`config.mk`:
```
export PLATFORM = sky130hd
export DESIGN_NAME = ordered_key_value_table
export DESIGN_NICKNAME = d
export VERILOG_FILES = /design/src/rtl/okvt_pkg.sv /design/src/rtl/okvt_store.sv /design/src/rtl/okvt_ctrl.sv /design/src/rtl/ordered_key_value_table.sv
export SDC_FILE = /design/constraint.sdc
export NUM_CORES = 2
export LEC_CHECK = 0
export ABC_AREA = 0
export BUFFER_PORTS_ARGS = -buffer_cell sky130_fd_sc_hd__buf_2
export CORE_MARGIN = 3
export CORE_UTILIZATION = 55
export CTS_CLUSTER_DIAMETER = 80
export DETAILED_ROUTE_END_ITERATION = 6
export PLACE_DENSITY = 0.72
export SKIP_CTS_REPAIR_TIMING = 1
export SYNTH_ARGS = -nofsm -noshare
export SYNTH_HDL_FRONTEND = slang
export SYNTH_SLANG_ARGS = --single-unit
export TNS_END_PERCENT = 5
```
`constraint.sdc`:
```
create_clock -name clock -period 15.6 [get_ports clock]
set_input_delay 0 -clock clock [delete_from_list [all_inputs] [get_ports clock]]
set_output_delay 0 -clock clock [all_outputs]
set_load 0.02 [all_outputs]
```
`src/rtl/okvt_pkg.sv`:
```
`timescale 1ns / 1ps
`default_nettype none
// ----------------------------------------------------------------------------
// okvt_pkg: shared types and constants of the ordered key/value table
// Field widths, operation codes, request and result structs and width helpers.
// ----------------------------------------------------------------------------
package okvt_pkg;

   // default sizes of the storage
   localparam int DEPTH_DEF      = 16;
   localparam int KEY_BITS_DEF   = 64;
   localparam int VALUE_BITS_DEF = 32;

   // fixed field widths on the ports
   localparam int KIND_W  = 3;
   localparam int KEY_W   = 64;
   localparam int VALUE_W = 32;
   localparam int POS_W   = 5;
   localparam int COUNT_W = 5;
   localparam int CAP_W   = 5;

   // stream data widths, padded to whole bytes
   localparam int REQ_DATA_W = 104;
   localparam int RSP_DATA_W = 104;
   localparam int RSP_PAD_W  = RSP_DATA_W - VALUE_W - KEY_W - COUNT_W;

   localparam logic [CAP_W-1:0] CAPACITY_RESET = 5'd16;

   // operation codes
   typedef enum logic [KIND_W-1:0] {
      KIND_SET      = 3'd0,
      KIND_GET      = 3'd1,
      KIND_DELETE   = 3'd2,
      KIND_KEY_AT   = 3'd3,
      KIND_VALUE_AT = 3'd4,
      KIND_CLEAR    = 3'd5
   } kind_type;

   typedef struct packed {
      kind_type             kind;
      logic [KEY_W-1:0]     key;
      logic [VALUE_W-1:0]   value;
      logic [POS_W-1:0]     position;
   } req_type;

   typedef struct packed {
      logic                 ok;
      logic [VALUE_W-1:0]   found_value;
      logic [KEY_W-1:0]     found_key;
      logic [COUNT_W-1:0]   count;
   } rsp_type;

   // address bits for a table of the given depth
   function automatic int idx_bits(input int depth);
      return (depth > 1) ? $clog2(depth) : 1;
   endfunction

   // bits to hold an entry count from zero up to the depth
   function automatic int cnt_bits(input int depth);
      return $clog2(depth + 1);
   endfunction

endpackage
`default_nettype wire

```
`src/rtl/okvt_store.sv`:
```
`timescale 1ns / 1ps
`default_nettype none
// ----------------------------------------------------------------------------
// okvt_store: key and value memories
// One write port and one read port each, read data registered.
// ----------------------------------------------------------------------------
module okvt_store #(
   parameter int DEPTH      = okvt_pkg::DEPTH_DEF,
   parameter int KEY_BITS   = okvt_pkg::KEY_BITS_DEF,
   parameter int VALUE_BITS = okvt_pkg::VALUE_BITS_DEF
) (
   input  wire logic                                   clock,
   input  wire logic                                   wr_en,
   input  wire logic [okvt_pkg::idx_bits(DEPTH)-1:0]   wr_addr,
   input  wire logic [KEY_BITS-1:0]                    wr_key,
   input  wire logic [VALUE_BITS-1:0]                  wr_value,
   input  wire logic [okvt_pkg::idx_bits(DEPTH)-1:0]   rd_addr,
   output logic      [KEY_BITS-1:0]                    rd_key,
   output logic      [VALUE_BITS-1:0]                  rd_value
);

   logic [KEY_BITS-1:0]   key_mem   [DEPTH];
   logic [VALUE_BITS-1:0] value_mem [DEPTH];
   logic [KEY_BITS-1:0]   rd_key_ff;
   logic [VALUE_BITS-1:0] rd_value_ff;

   // write port
   always_ff @(posedge clock) begin
      if (wr_en) begin
         key_mem[wr_addr]   <= wr_key;
         value_mem[wr_addr] <= wr_value;
      end
   end

   // registered read port
   always_ff @(posedge clock) begin
      rd_key_ff   <= key_mem[rd_addr];
      rd_value_ff <= value_mem[rd_addr];
   end

   assign rd_key   = rd_key_ff;
   assign rd_value = rd_value_ff;

endmodule
`default_nettype wire

```
`src/rtl/okvt_ctrl.sv`:
```
`timescale 1ns / 1ps
`default_nettype none
// ----------------------------------------------------------------------------
// okvt_ctrl: operation sequencer of the ordered key/value table
// Scans the key memory one entry a cycle, updates in place, appends, and
// closes the gap after a delete by copying each later entry down one slot.
// ----------------------------------------------------------------------------
module okvt_ctrl #(
   parameter int DEPTH      = okvt_pkg::DEPTH_DEF,
   parameter int KEY_BITS   = okvt_pkg::KEY_BITS_DEF,
   parameter int VALUE_BITS = okvt_pkg::VALUE_BITS_DEF
) (
   input  wire logic                                   clock,
   input  wire logic                                   reset,
   // operation in
   input  wire logic                                   req_valid,
   output logic                                        req_ready,
   input  wire okvt_pkg::req_type                      req,
   input  wire logic [okvt_pkg::CAP_W-1:0]             capacity,
   // result out
   output logic                                        res_valid,
   input  wire logic                                   res_ready,
   output okvt_pkg::rsp_type                           res,
   // memory ports
   output logic                                        mem_wr_en,
   output logic      [okvt_pkg::idx_bits(DEPTH)-1:0]   mem_wr_addr,
   output logic      [KEY_BITS-1:0]                    mem_wr_key,
   output logic      [VALUE_BITS-1:0]                  mem_wr_value,
   output logic      [okvt_pkg::idx_bits(DEPTH)-1:0]   mem_rd_addr,
   input  wire logic [KEY_BITS-1:0]                    mem_rd_key,
   input  wire logic [VALUE_BITS-1:0]                  mem_rd_value
);

   localparam int IDX_W = okvt_pkg::idx_bits(DEPTH);
   localparam int CNT_W = okvt_pkg::cnt_bits(DEPTH);
   localparam int EXT_W = CNT_W + 1;
   localparam int CMP_W = (CNT_W > okvt_pkg::CAP_W) ? CNT_W : okvt_pkg::CAP_W;

   typedef enum logic [5:0] {
      ST_IDLE  = 6'b000001,
      ST_SCAN  = 6'b000010,
      ST_MISS  = 6'b000100,
      ST_SHIFT = 6'b001000,
      ST_READ  = 6'b010000,
      ST_DONE  = 6'b100000
   } state_type;

   state_type             state_ff, state_in;
   logic [CNT_W-1:0]      count_ff, count_in;
   logic [IDX_W-1:0]      idx_ff, idx_in;
   okvt_pkg::kind_type    kind_ff, kind_in;
   logic [KEY_BITS-1:0]   key_ff, key_in;
   logic [VALUE_BITS-1:0] value_ff, value_in;
   logic                  ok_ff, ok_in;
   logic [VALUE_BITS-1:0] fv_ff, fv_in;
   logic [KEY_BITS-1:0]   fk_ff, fk_in;

   logic [EXT_W-1:0]      idx_ext;
   logic [EXT_W-1:0]      idx_p1;
   logic [EXT_W-1:0]      idx_p2;
   logic [EXT_W-1:0]      cnt_ext;
   logic                  key_hit;
   logic                  room;
   logic                  pos_ok;

   // index arithmetic and compares
   assign idx_ext = (EXT_W)'(idx_ff);
   assign idx_p1  = idx_ext + (EXT_W)'(1);
   assign idx_p2  = idx_ext + (EXT_W)'(2);
   assign cnt_ext = (EXT_W)'(count_ff);
   assign key_hit = (mem_rd_key == key_ff);
   assign room    = ((CMP_W)'(count_ff) < (CMP_W)'(capacity)) &&
                    ((CMP_W)'(count_ff) < (CMP_W)'(DEPTH));
   assign pos_ok  = (req.position != '0) &&
                    ((CMP_W)'(req.position) <= (CMP_W)'(count_ff));

   // sequencer
   always_comb begin
      state_in     = state_ff;
      count_in     = count_ff;
      idx_in       = idx_ff;
      kind_in      = kind_ff;
      key_in       = key_ff;
      value_in     = value_ff;
      ok_in        = ok_ff;
      fv_in        = fv_ff;
      fk_in        = fk_ff;
      mem_wr_en    = 1'b0;
      mem_wr_addr  = idx_ff;
      mem_wr_key   = key_ff;
      mem_wr_value = value_ff;
      mem_rd_addr  = idx_p1[IDX_W-1:0];
      req_ready    = (state_ff == ST_IDLE);
      res_valid    = (state_ff == ST_DONE);

      case (state_ff)
         ST_IDLE: begin
            if (req_valid) begin
               kind_in  = req.kind;
               key_in   = (KEY_BITS)'(req.key);
               value_in = (VALUE_BITS)'(req.value);
               ok_in    = 1'b0;
               fv_in    = '0;
               fk_in    = '0;
               idx_in   = '0;
               case (req.kind)
                  okvt_pkg::KIND_SET, okvt_pkg::KIND_GET, okvt_pkg::KIND_DELETE: begin
                     // start the scan at the first entry
                     mem_rd_addr = '0;
                     if (count_ff == '0) begin
                        state_in = ST_MISS;
                     end else begin
                        state_in = ST_SCAN;
                     end
                  end
                  okvt_pkg::KIND_KEY_AT, okvt_pkg::KIND_VALUE_AT: begin
                     mem_rd_addr = (IDX_W)'(req.position - (okvt_pkg::POS_W)'(1));
                     state_in    = pos_ok ? ST_READ : ST_DONE;
                  end
                  okvt_pkg::KIND_CLEAR: begin
                     count_in = '0;
                     ok_in    = 1'b1;
                     state_in = ST_DONE;
                  end
                  default: begin
                     state_in = ST_DONE;
                  end
               endcase
            end
         end

         ST_SCAN: begin
            // read data holds entry idx_ff, next entry is being read
            if (key_hit) begin
               ok_in = 1'b1;
               case (kind_ff)
                  okvt_pkg::KIND_SET: begin
                     mem_wr_en = 1'b1;
                     state_in  = ST_DONE;
                  end
                  okvt_pkg::KIND_GET: begin
                     fv_in    = mem_rd_value;
                     state_in = ST_DONE;
                  end
                  okvt_pkg::KIND_DELETE: begin
                     fv_in = mem_rd_value;
                     if (idx_p2 <= cnt_ext) begin
                        state_in = ST_SHIFT;
                     end else begin
                        count_in = count_ff - (CNT_W)'(1);
                        state_in = ST_DONE;
                     end
                  end
                  default: begin
                     state_in = ST_DONE;
                  end
               endcase
            end else if (idx_p1 == cnt_ext) begin
               state_in = ST_MISS;
            end else begin
               idx_in = idx_p1[IDX_W-1:0];
            end
         end

         ST_MISS: begin
            // key not present: append on set if there is room
            if (kind_ff == okvt_pkg::KIND_SET && room) begin
               mem_wr_en   = 1'b1;
               mem_wr_addr = (IDX_W)'(count_ff);
               count_in    = count_ff + (CNT_W)'(1);
               ok_in       = 1'b1;
            end
            state_in = ST_DONE;
         end

         ST_SHIFT: begin
            // copy entry idx+1 down to idx, fetch entry idx+2
            mem_wr_en    = 1'b1;
            mem_wr_key   = mem_rd_key;
            mem_wr_value = mem_rd_value;
            mem_rd_addr  = idx_p2[IDX_W-1:0];
            if (idx_p2 < cnt_ext) begin
               idx_in = idx_p1[IDX_W-1:0];
            end else begin
               count_in = count_ff - (CNT_W)'(1);
               state_in = ST_DONE;
            end
         end

         ST_READ: begin
            ok_in = 1'b1;
            if (kind_ff == okvt_pkg::KIND_KEY_AT) begin
               fk_in = mem_rd_key;
            end else begin
               fv_in = mem_rd_value;
            end
            state_in = ST_DONE;
         end

         ST_DONE: begin
            if (res_ready) begin
               state_in = ST_IDLE;
            end
         end

         default: begin
            state_in = ST_IDLE;
         end
      endcase
   end

   // control state
   always_ff @(posedge clock) begin
      if (reset) begin
         state_ff <= ST_IDLE;
         count_ff <= '0;
      end else begin
         state_ff <= state_in;
         count_ff <= count_in;
      end
   end

   // operation and result payload
   always_ff @(posedge clock) begin
      idx_ff   <= idx_in;
      kind_ff  <= kind_in;
      key_ff   <= key_in;
      value_ff <= value_in;
      ok_ff    <= ok_in;
      fv_ff    <= fv_in;
      fk_ff    <= fk_in;
   end

   // result fields at port widths
   assign res.ok          = ok_ff;
   assign res.found_value = (okvt_pkg::VALUE_W)'(fv_ff);
   assign res.found_key   = (okvt_pkg::KEY_W)'(fk_ff);
   assign res.count       = (okvt_pkg::COUNT_W)'(count_ff);

endmodule
`default_nettype wire

```
`src/rtl/ordered_key_value_table.sv`:
```
// Clear, the unused kinds and key-at or value-at at a bad position go straight
// to the result; key-at and value-at at a valid position read that entry first.
// Set, get and delete scan the key memory one entry per cycle through its
// single read port, from the first entry up to a hit or past the last entry
// on a miss; a delete then moves each later entry down one slot. The next
// operation is taken the cycle after the result moves to the rsp register,
// while that result waits there. No clearing pass is needed after reset.
`timescale 1ns / 1ps
`default_nettype none
// ----------------------------------------------------------------------------
// ordered_key_value_table: bounded key/value table in insertion order
// Set, get, delete, key-at, value-at and clear over a linear-search table
// held in block memory, with a capacity register and a registered result.
// ----------------------------------------------------------------------------
module ordered_key_value_table #(
   parameter int DEPTH      = okvt_pkg::DEPTH_DEF,
   parameter int KEY_BITS   = okvt_pkg::KEY_BITS_DEF,
   parameter int VALUE_BITS = okvt_pkg::VALUE_BITS_DEF
) (
   input  wire logic                                 clock,
   input  wire logic                                 reset,
   // operation stream
   input  wire logic                                 req_tvalid,
   output logic                                      req_tready,
   input  wire logic [okvt_pkg::REQ_DATA_W-1:0]      req_tdata,  // key, value, position
   input  wire logic [okvt_pkg::KIND_W-1:0]          req_tuser,  // kind
   // result stream
   output logic                                      rsp_tvalid,
   input  wire logic                                 rsp_tready,
   output logic      [okvt_pkg::RSP_DATA_W-1:0]      rsp_tdata,  // found_value, found_key, count
   output logic                                      rsp_tuser,  // ok
   // capacity register write
   input  wire logic                                 csr_valid,
   output logic                                      csr_ready,
   input  wire logic [okvt_pkg::CAP_W-1:0]           csr_wdata
);

   localparam int IDX_W = okvt_pkg::idx_bits(DEPTH);

   okvt_pkg::req_type          req;
   okvt_pkg::rsp_type          res;
   logic                       res_valid;
   logic                       res_ready;
   logic [okvt_pkg::CAP_W-1:0] capacity_ff, capacity_in;
   logic                       rsp_valid_ff, rsp_valid_in;
   okvt_pkg::rsp_type          rsp_ff, rsp_in;

   logic                       mem_wr_en;
   logic [IDX_W-1:0]           mem_wr_addr;
   logic [KEY_BITS-1:0]        mem_wr_key;
   logic [VALUE_BITS-1:0]      mem_wr_value;
   logic [IDX_W-1:0]           mem_rd_addr;
   logic [KEY_BITS-1:0]        mem_rd_key;
   logic [VALUE_BITS-1:0]      mem_rd_value;

   // unpack the operation
   assign req.kind     = okvt_pkg::kind_type'(req_tuser);
   assign req.key      = req_tdata[63:0];
   assign req.value    = req_tdata[95:64];
   assign req.position = req_tdata[100:96];

   // capacity register, always writable
   assign csr_ready   = 1'b1;
   assign capacity_in = csr_valid ? csr_wdata : capacity_ff;

   // result register between the sequencer and the rsp side
   assign res_ready    = !rsp_valid_ff || rsp_tready;
   assign rsp_valid_in = (res_valid && res_ready) || (rsp_valid_ff && !rsp_tready);
   assign rsp_in       = (res_valid && res_ready) ? res : rsp_ff;

   always_ff @(posedge clock) begin
      if (reset) begin
         capacity_ff  <= okvt_pkg::CAPACITY_RESET;
         rsp_valid_ff <= 1'b0;
      end else begin
         capacity_ff  <= capacity_in;
         rsp_valid_ff <= rsp_valid_in;
      end
   end

   always_ff @(posedge clock) begin
      rsp_ff <= rsp_in;
   end

   assign rsp_tvalid = rsp_valid_ff;
   assign rsp_tuser  = rsp_ff.ok;
   assign rsp_tdata  = {{okvt_pkg::RSP_PAD_W{1'b0}}, rsp_ff.count, rsp_ff.found_key,
                        rsp_ff.found_value};

   // sequencer
   okvt_ctrl #(
      .DEPTH      (DEPTH),
      .KEY_BITS   (KEY_BITS),
      .VALUE_BITS (VALUE_BITS)
   ) u_ctrl (
      .clock        (clock),
      .reset        (reset),
      .req_valid    (req_tvalid),
      .req_ready    (req_tready),
      .req          (req),
      .capacity     (capacity_ff),
      .res_valid    (res_valid),
      .res_ready    (res_ready),
      .res          (res),
      .mem_wr_en    (mem_wr_en),
      .mem_wr_addr  (mem_wr_addr),
      .mem_wr_key   (mem_wr_key),
      .mem_wr_value (mem_wr_value),
      .mem_rd_addr  (mem_rd_addr),
      .mem_rd_key   (mem_rd_key),
      .mem_rd_value (mem_rd_value)
   );

   // key and value memories
   okvt_store #(
      .DEPTH      (DEPTH),
      .KEY_BITS   (KEY_BITS),
      .VALUE_BITS (VALUE_BITS)
   ) u_store (
      .clock    (clock),
      .wr_en    (mem_wr_en),
      .wr_addr  (mem_wr_addr),
      .wr_key   (mem_wr_key),
      .wr_value (mem_wr_value),
      .rd_addr  (mem_rd_addr),
      .rd_key   (mem_rd_key),
      .rd_value (mem_rd_value)
   );

endmodule
`default_nettype wire

```
# == Word level (Yosys, flattened, before mapping) ==
# Memory sizes are Yosys's and may differ from the RTL's. A register that Yosys moved wholly into a read port is not among the register bits.
# Index checks and enable logic that the tools add are counted.
# word_totals
input_bits,117
output_inout_bits,108
ramBits,1536
regBits,319
mem_count,2
elab_cells,137
# op_classes
addsub,5
n_reduce_logical,29
eq_ne,31
mux,50
order_cmp,5
# mem_list
memory,words,width,rd,rd_clocked_by_memory_dff,wr,line_no,text
u_store.key_mem,16,64,1,1,1,okvt_store.sv:22,logic [KEY_BITS-1:0] key_mem [DEPTH];
u_store.value_mem,16,32,1,1,1,okvt_store.sv:23,logic [VALUE_BITS-1:0] value_mem [DEPTH];
# op_table
op,count
$mux 64,3
$mux 32,5
$pmux 64 s2,1
$pmux 32 s3,1
$eq 64x64->1,1
$mux 6,8
$mux 5,7
$pmux 6 s5,1
$mux 4,7
$pmux 5 s4,1
$ne 2x2->1 const B,8
$pmux 4 s2,2
$eq 3x2->1 const B,4
$ne 2x1->1 const B,6
$pmux 4 s3,1
$pmux 6 s2,1
$reduce_and 5->1,2
$mux 1,9
$reduce_and 4->1,2
$reduce_and 8->1,1
$reduce_bool 4->1,2
$eq 3x1->1 const B,2
$eq 3x3->1 const B,2
$eq 6x1->1 const B,1
32 further kinds,42

# == Logic depth before layout (Yosys ltp) ==
# depth
word_depth,7
depth_mapped,13
mapped_depth_nobuf,11

# == By module ==
# Synthesis repeated with hierarchy kept, for this count alone.
# unflattened
cells_unflattened,3521
area_unflattened_um2,72903.7
# by_module_without_submodules
module,cells_each,n_inst,area_per_inst_um2,seq_area_each_um2
okvt_store,2460,1,59349.4,48046.1
okvt_ctrl,932,1,10231.1,6226.0
ordered_key_value_table,129,1,3323.2,3183.1

# == Worst setup path after synthesis ==
# No wires, ideal clock.
# synth_path
kind,flip-flop to flip-flop
startpoint,register u_ctrl.state_ff[1]
endpoint,register u_ctrl.fk_ff[0] (enable)
arrival_time_ns,6.843
synth_period_minus_slack_ns,7.269
path_slack_ns,8.331
setup_ns,0.425
path_stages_with_launch,6
path_buffers,1
path_cell_list,dfxtp_1 > buf_4 > nor4_4 > nand2_1 > nor2_1 > a41o_1
# synth_between
elab_chain_cells,3
elab_cells_between_ends,6
cone_classes,4 x eq/ne; 2 x reduce/logical
# synth_rtl
item,line_no,text
from (decl),okvt_ctrl.sv:48,"state_type state_ff, state_in;"
from (signal assigned),okvt_ctrl.sv:218,state_ff <= state_in;
$eq 6x5->1 / $eq 6x1->1 (equally long branches),okvt_ctrl.sv:96,case (state_ff)
$ne 2x1->1 (no line) (tied with other cells),--,
$reduce_and 3->1 (no line) (*),--,
to (signal assigned),okvt_ctrl.sv:231,fk_ff <= fk_in;
to (decl),okvt_ctrl.sv:56,"logic [KEY_BITS-1:0] fk_ff, fk_in;"
# Mark *: on every way between the ends. The rest lies on a longest branch, timed or not.
# A chain may end at the register's enable or synchronous reset.

# == Worst setup path after layout ==
# layout_path
startpoint,register u_ctrl.key_ff[60]
endpoint,memory u_store.key_mem[0][57] (netlist name) (enable)
# layout_between
elab_chain_cells,5
# layout_rtl
item,line_no,text
from (decl),okvt_ctrl.sv:52,"logic [KEY_BITS-1:0] key_ff, key_in;"
from (signal assigned),okvt_ctrl.sv:227,key_ff <= key_in;
$eq 64x64->1,okvt_ctrl.sv:71,assign key_hit = (mem_rd_key == key_ff);
$mux 1,okvt_ctrl.sv:134,if (key_hit) begin
$pmux 1 s3,okvt_ctrl.sv:96,
$mux 1,okvt_store.sv:29,if (wr_en) begin
$mux 1 (implied by the code),okvt_store.sv:30,key_mem[wr_addr] <= wr_key;
to (decl),okvt_store.sv:22,
# Every way passes these cells.

==> run summary <==
status: finished clean
dpl hpwl: 89600 um
Worst Min Path Start: req_tdata[59]
Worst-Margin Slew: 1250 ps
first-pass GRT wire length: 261000 um
wire per inst: 28.0 um
Via density: 6.34
instance count on the critical path: 9
Layout fillers: 8688
Crit Reg-Reg Startpoint: u_ctrl.key_ff[60]
DRT Pass-1 Iters: 6
antenna violations before repair: 9
Slew Limit Fails: 0
most frequent cells in the layout: 1838 x edfxtp_1, 768 x a22oi_1, 399 x a21oi_1, 308 x nand2_1, 217 x buf_2
Max Cap Viol: 0
Register Area: 0.0575 mm2
Setup WS post-layout: 8990 ps
Synthesis Warnings: 0
fin cells: 6532
endpoint class of the critical path: flip-flop
Core Box Area: 0.128 mm2
setup violators final: 0
period utilization: 42.3%
Cells after Synth: 4206
Top delay family on crit path: simple AND/OR/NAND/NOR gates
synth top area cells: edfxtp_1 78%, a22oi_1 8.1%, dfxtp_1 3.2%
pre-CTS setup slack: 9120 ps
ys flop type: edfxtp_1
Routed WL: 183000 um
Initial Util: 55.6%
Critical Path Start Type: flip-flop
Global Route Usage Sum: 26.3%
fmax: 0.151 GHz
IR Drop Worst-Case VDD: 0.336 mV
Clk Latency, worst-skew pair: 810 ps
Hold EP: u_ctrl.key_ff[59]
Post-Place Cell Area: 0.0741 mm2
ratio of cells with drive above 1 in the final layout: 12.5%
area of the multi-input gates: 0.0128 mm2
WS Path Type: flip-flop to flip-flop
Setup Skew: 27.7 ps
Crit Path Max Fanout: 38
Port Buffers: 217
area share of the largest cell type after synthesis: 77.5%
dominant cell type by area after synthesis: edfxtp_1
Worst path slowest cell: nor2_4
routed via count: 41422
Slew HR: 16.0%
CTS tree: yes
Final nets: 4780
RSZ-0062 raised after global routing: no
RR Endpoint: u_store.key_mem[0][57]
R2R cell count: 9
clk sinks: 1951
required time of the critical path: 16020 ps
count of different cell masters after synthesis: 63
GPL Wtd Cong: 0.859
WHS Path Cells: 2
clk slew on worst S/H paths: 60 ps
setup_tns: 0 ps
Design Area, Final: 0.0823 mm2
final hold vios: 0
R2R Setup Slk: 8990 ps
Die Y-Extent: 366 um
commonest non-fill, non-tap cell in the layout: edfxtp_1
drc violations: 0
EDFF count, synth: 1838
post-synthesis sequential area ratio: 80.7%
num rows: 131
Arr. time, crit path: 7020 ps
Overflow after GRT: 0
WHS: 14.0 ps
PwrDens: 187 mW/mm2
H-tree depth: 4
ANT nets after route: 0
async set or reset register ratio after synthesis: 0%
placed insts: 5964
clock root buffer: clkbuf_16
P&R area growth vs syn: 15.6%
io pins: 225
syn avg cell area: 16.9 um2
Clock Tree Buf Depth: 3
die area: 0.134 mm2
post-synthesis cell area: 0.0712 mm2
static leakage: 27.0 nW
Min-Delay Path Class: primary input to flip-flop
die width: 366 um
Seq cells post-synth: 1951
CP max stage delay: 1060 ps
Iter 0 DRT Violations: 5526
CP bufs+invs: 2
Num CTS Buffers: 189
min cycle time layout: 6610 ps
largest net degree at the start of global routing: 197
vias in the first global route: 38952
worst-path cell chain: xnor2_1, nand4_1, nor4_1, nand4_1, o31ai_1, o21ai_0, nor2_4, buf_4, buf_4
## cells by family (layout without fill, tap and decap cells)
group                      after synthesis  after routing  share of synthesized area, %
other                                    2              7                        0.0105
AOI/OAI and AO/OA                     1233           1233                          11.5
and+or+nand+nor                        645            645                          4.66
muxes                                    5              5                        0.0703
DFF                                   1951           1951                          80.7
xor gates and xnor gates                76             76                         0.935
adders and majority gates               21             21                         0.380
buffers and inverters                  273            865                          1.72
## cell usage after synthesis (3+ instances only)
cell type and n:
edfxtp_1 1838, a22oi_1 768, buf_4 5, or2_2 3, nand2_1 309, nor2b_1 7
buf_1 16, nor2_1 45, inv_1 17, o211ai_1 5, nand3_1 9, ha_1 20
or4_1 98, xnor2_1 69, a21oi_1 400, dfxtp_1 113, buf_2 99, nor4_1 6
nor3b_1 3, and3_1 7, a31oi_1 3, nand2b_1 6, a21o_1 5, mux2i_1 5
or3_1 4, buf_8 4, xor2_1 7, clkbuf_1 130, and2_1 99, o21ai_0 24
o21a_1 3, nand4_1 23, nor3_1 12, a211oi_1 4
## layer usage
layer	wire (um)	share of wire (%)	GRT usage, %	up-vias
li1	-	-	-	17705
met1	70300	38	37.6	20800
met2	88000	48	41.9	2564
met3	19100	10	4.48	353
met4	5270	2.9	8.20	0
met5	0	0	0	-
## area by class of cell
type                    instances  area share, %
diodes                          3        0.00912
clock buffers                 263           6.41
multi-input cells            1984           15.5
inverters                      17         0.0775
clock inverters                86          0.942
repair buffers                499           4.61
flip-flops and latches       1951           69.8
well taps                    1729           2.63
## state kept, by name (all words and copies together) (netlist names)
| signal | flops |
|---|---|
| u_store.key_mem | 1024 |
| u_store.value_mem | 512 |
| rsp_tdata | 101 |
| u_ctrl.fk_ff | 64 |
| u_ctrl.key_ff | 64 |
| u_store.rd_key | 64 |
| u_ctrl.fv_ff | 32 |
| u_ctrl.value_ff | 32 |
| u_store.rd_value | 32 |
| u_ctrl.state_ff | 6 |
| capacity_ff | 5 |
| u_ctrl.count_ff | 5 |
| u_ctrl.idx_ff | 4 |
| u_ctrl.kind_ff | 3 |
| rsp_tuser | 1 |
| rsp_tvalid | 1 |
| u_ctrl.ok_ff | 1 |
## worst max path at each step
stage                       startpoint                       to  slack [ps]
global placement     u_ctrl.key_ff[60]   u_store.key_mem[0][38]        9110
detailed placement   u_ctrl.key_ff[60]   u_store.key_mem[0][40]        9120
global route         u_ctrl.key_ff[60]   u_store.key_mem[0][57]        8690
finish               u_ctrl.key_ff[60]   u_store.key_mem[0][57]        8990
floorplan           u_ctrl.state_ff[1]          u_ctrl.fk_ff[0]        8330
CTS                  u_ctrl.key_ff[60]  u_store.value_mem[0][1]        9050
## stage by stage
step	util [%]	power (W)
after floorplan	-	0.00953
after global placement	57.9	0.0109
after detailed placement	57.9	0.0110
after CTS	62.6	0.0154
after global routing	64.3	0.0160
final	64.3	0.0154
## worst register-to-register path, cell delays in order, from the launching register on
cell and delay, ps:
edfxtp_1 400, xnor2_1 660, nand4_1 230, nor4_1 790, nand4_1 380, o31ai_1 530
o21ai_0 540, nor2_4 1060, buf_4 800, buf_4 770
## power breakdown
group | switching (W) | internal, W | leakage [nW]
clock network | 0.00189 | 0.00255 | 2.96
registers | 0.000230 | 0.00636 | 17.6
logic | 0.00306 | 0.00134 | 6.45
total | 0.00518 | 0.0102 | 27.0
Power figures use the tool's default switching activity.
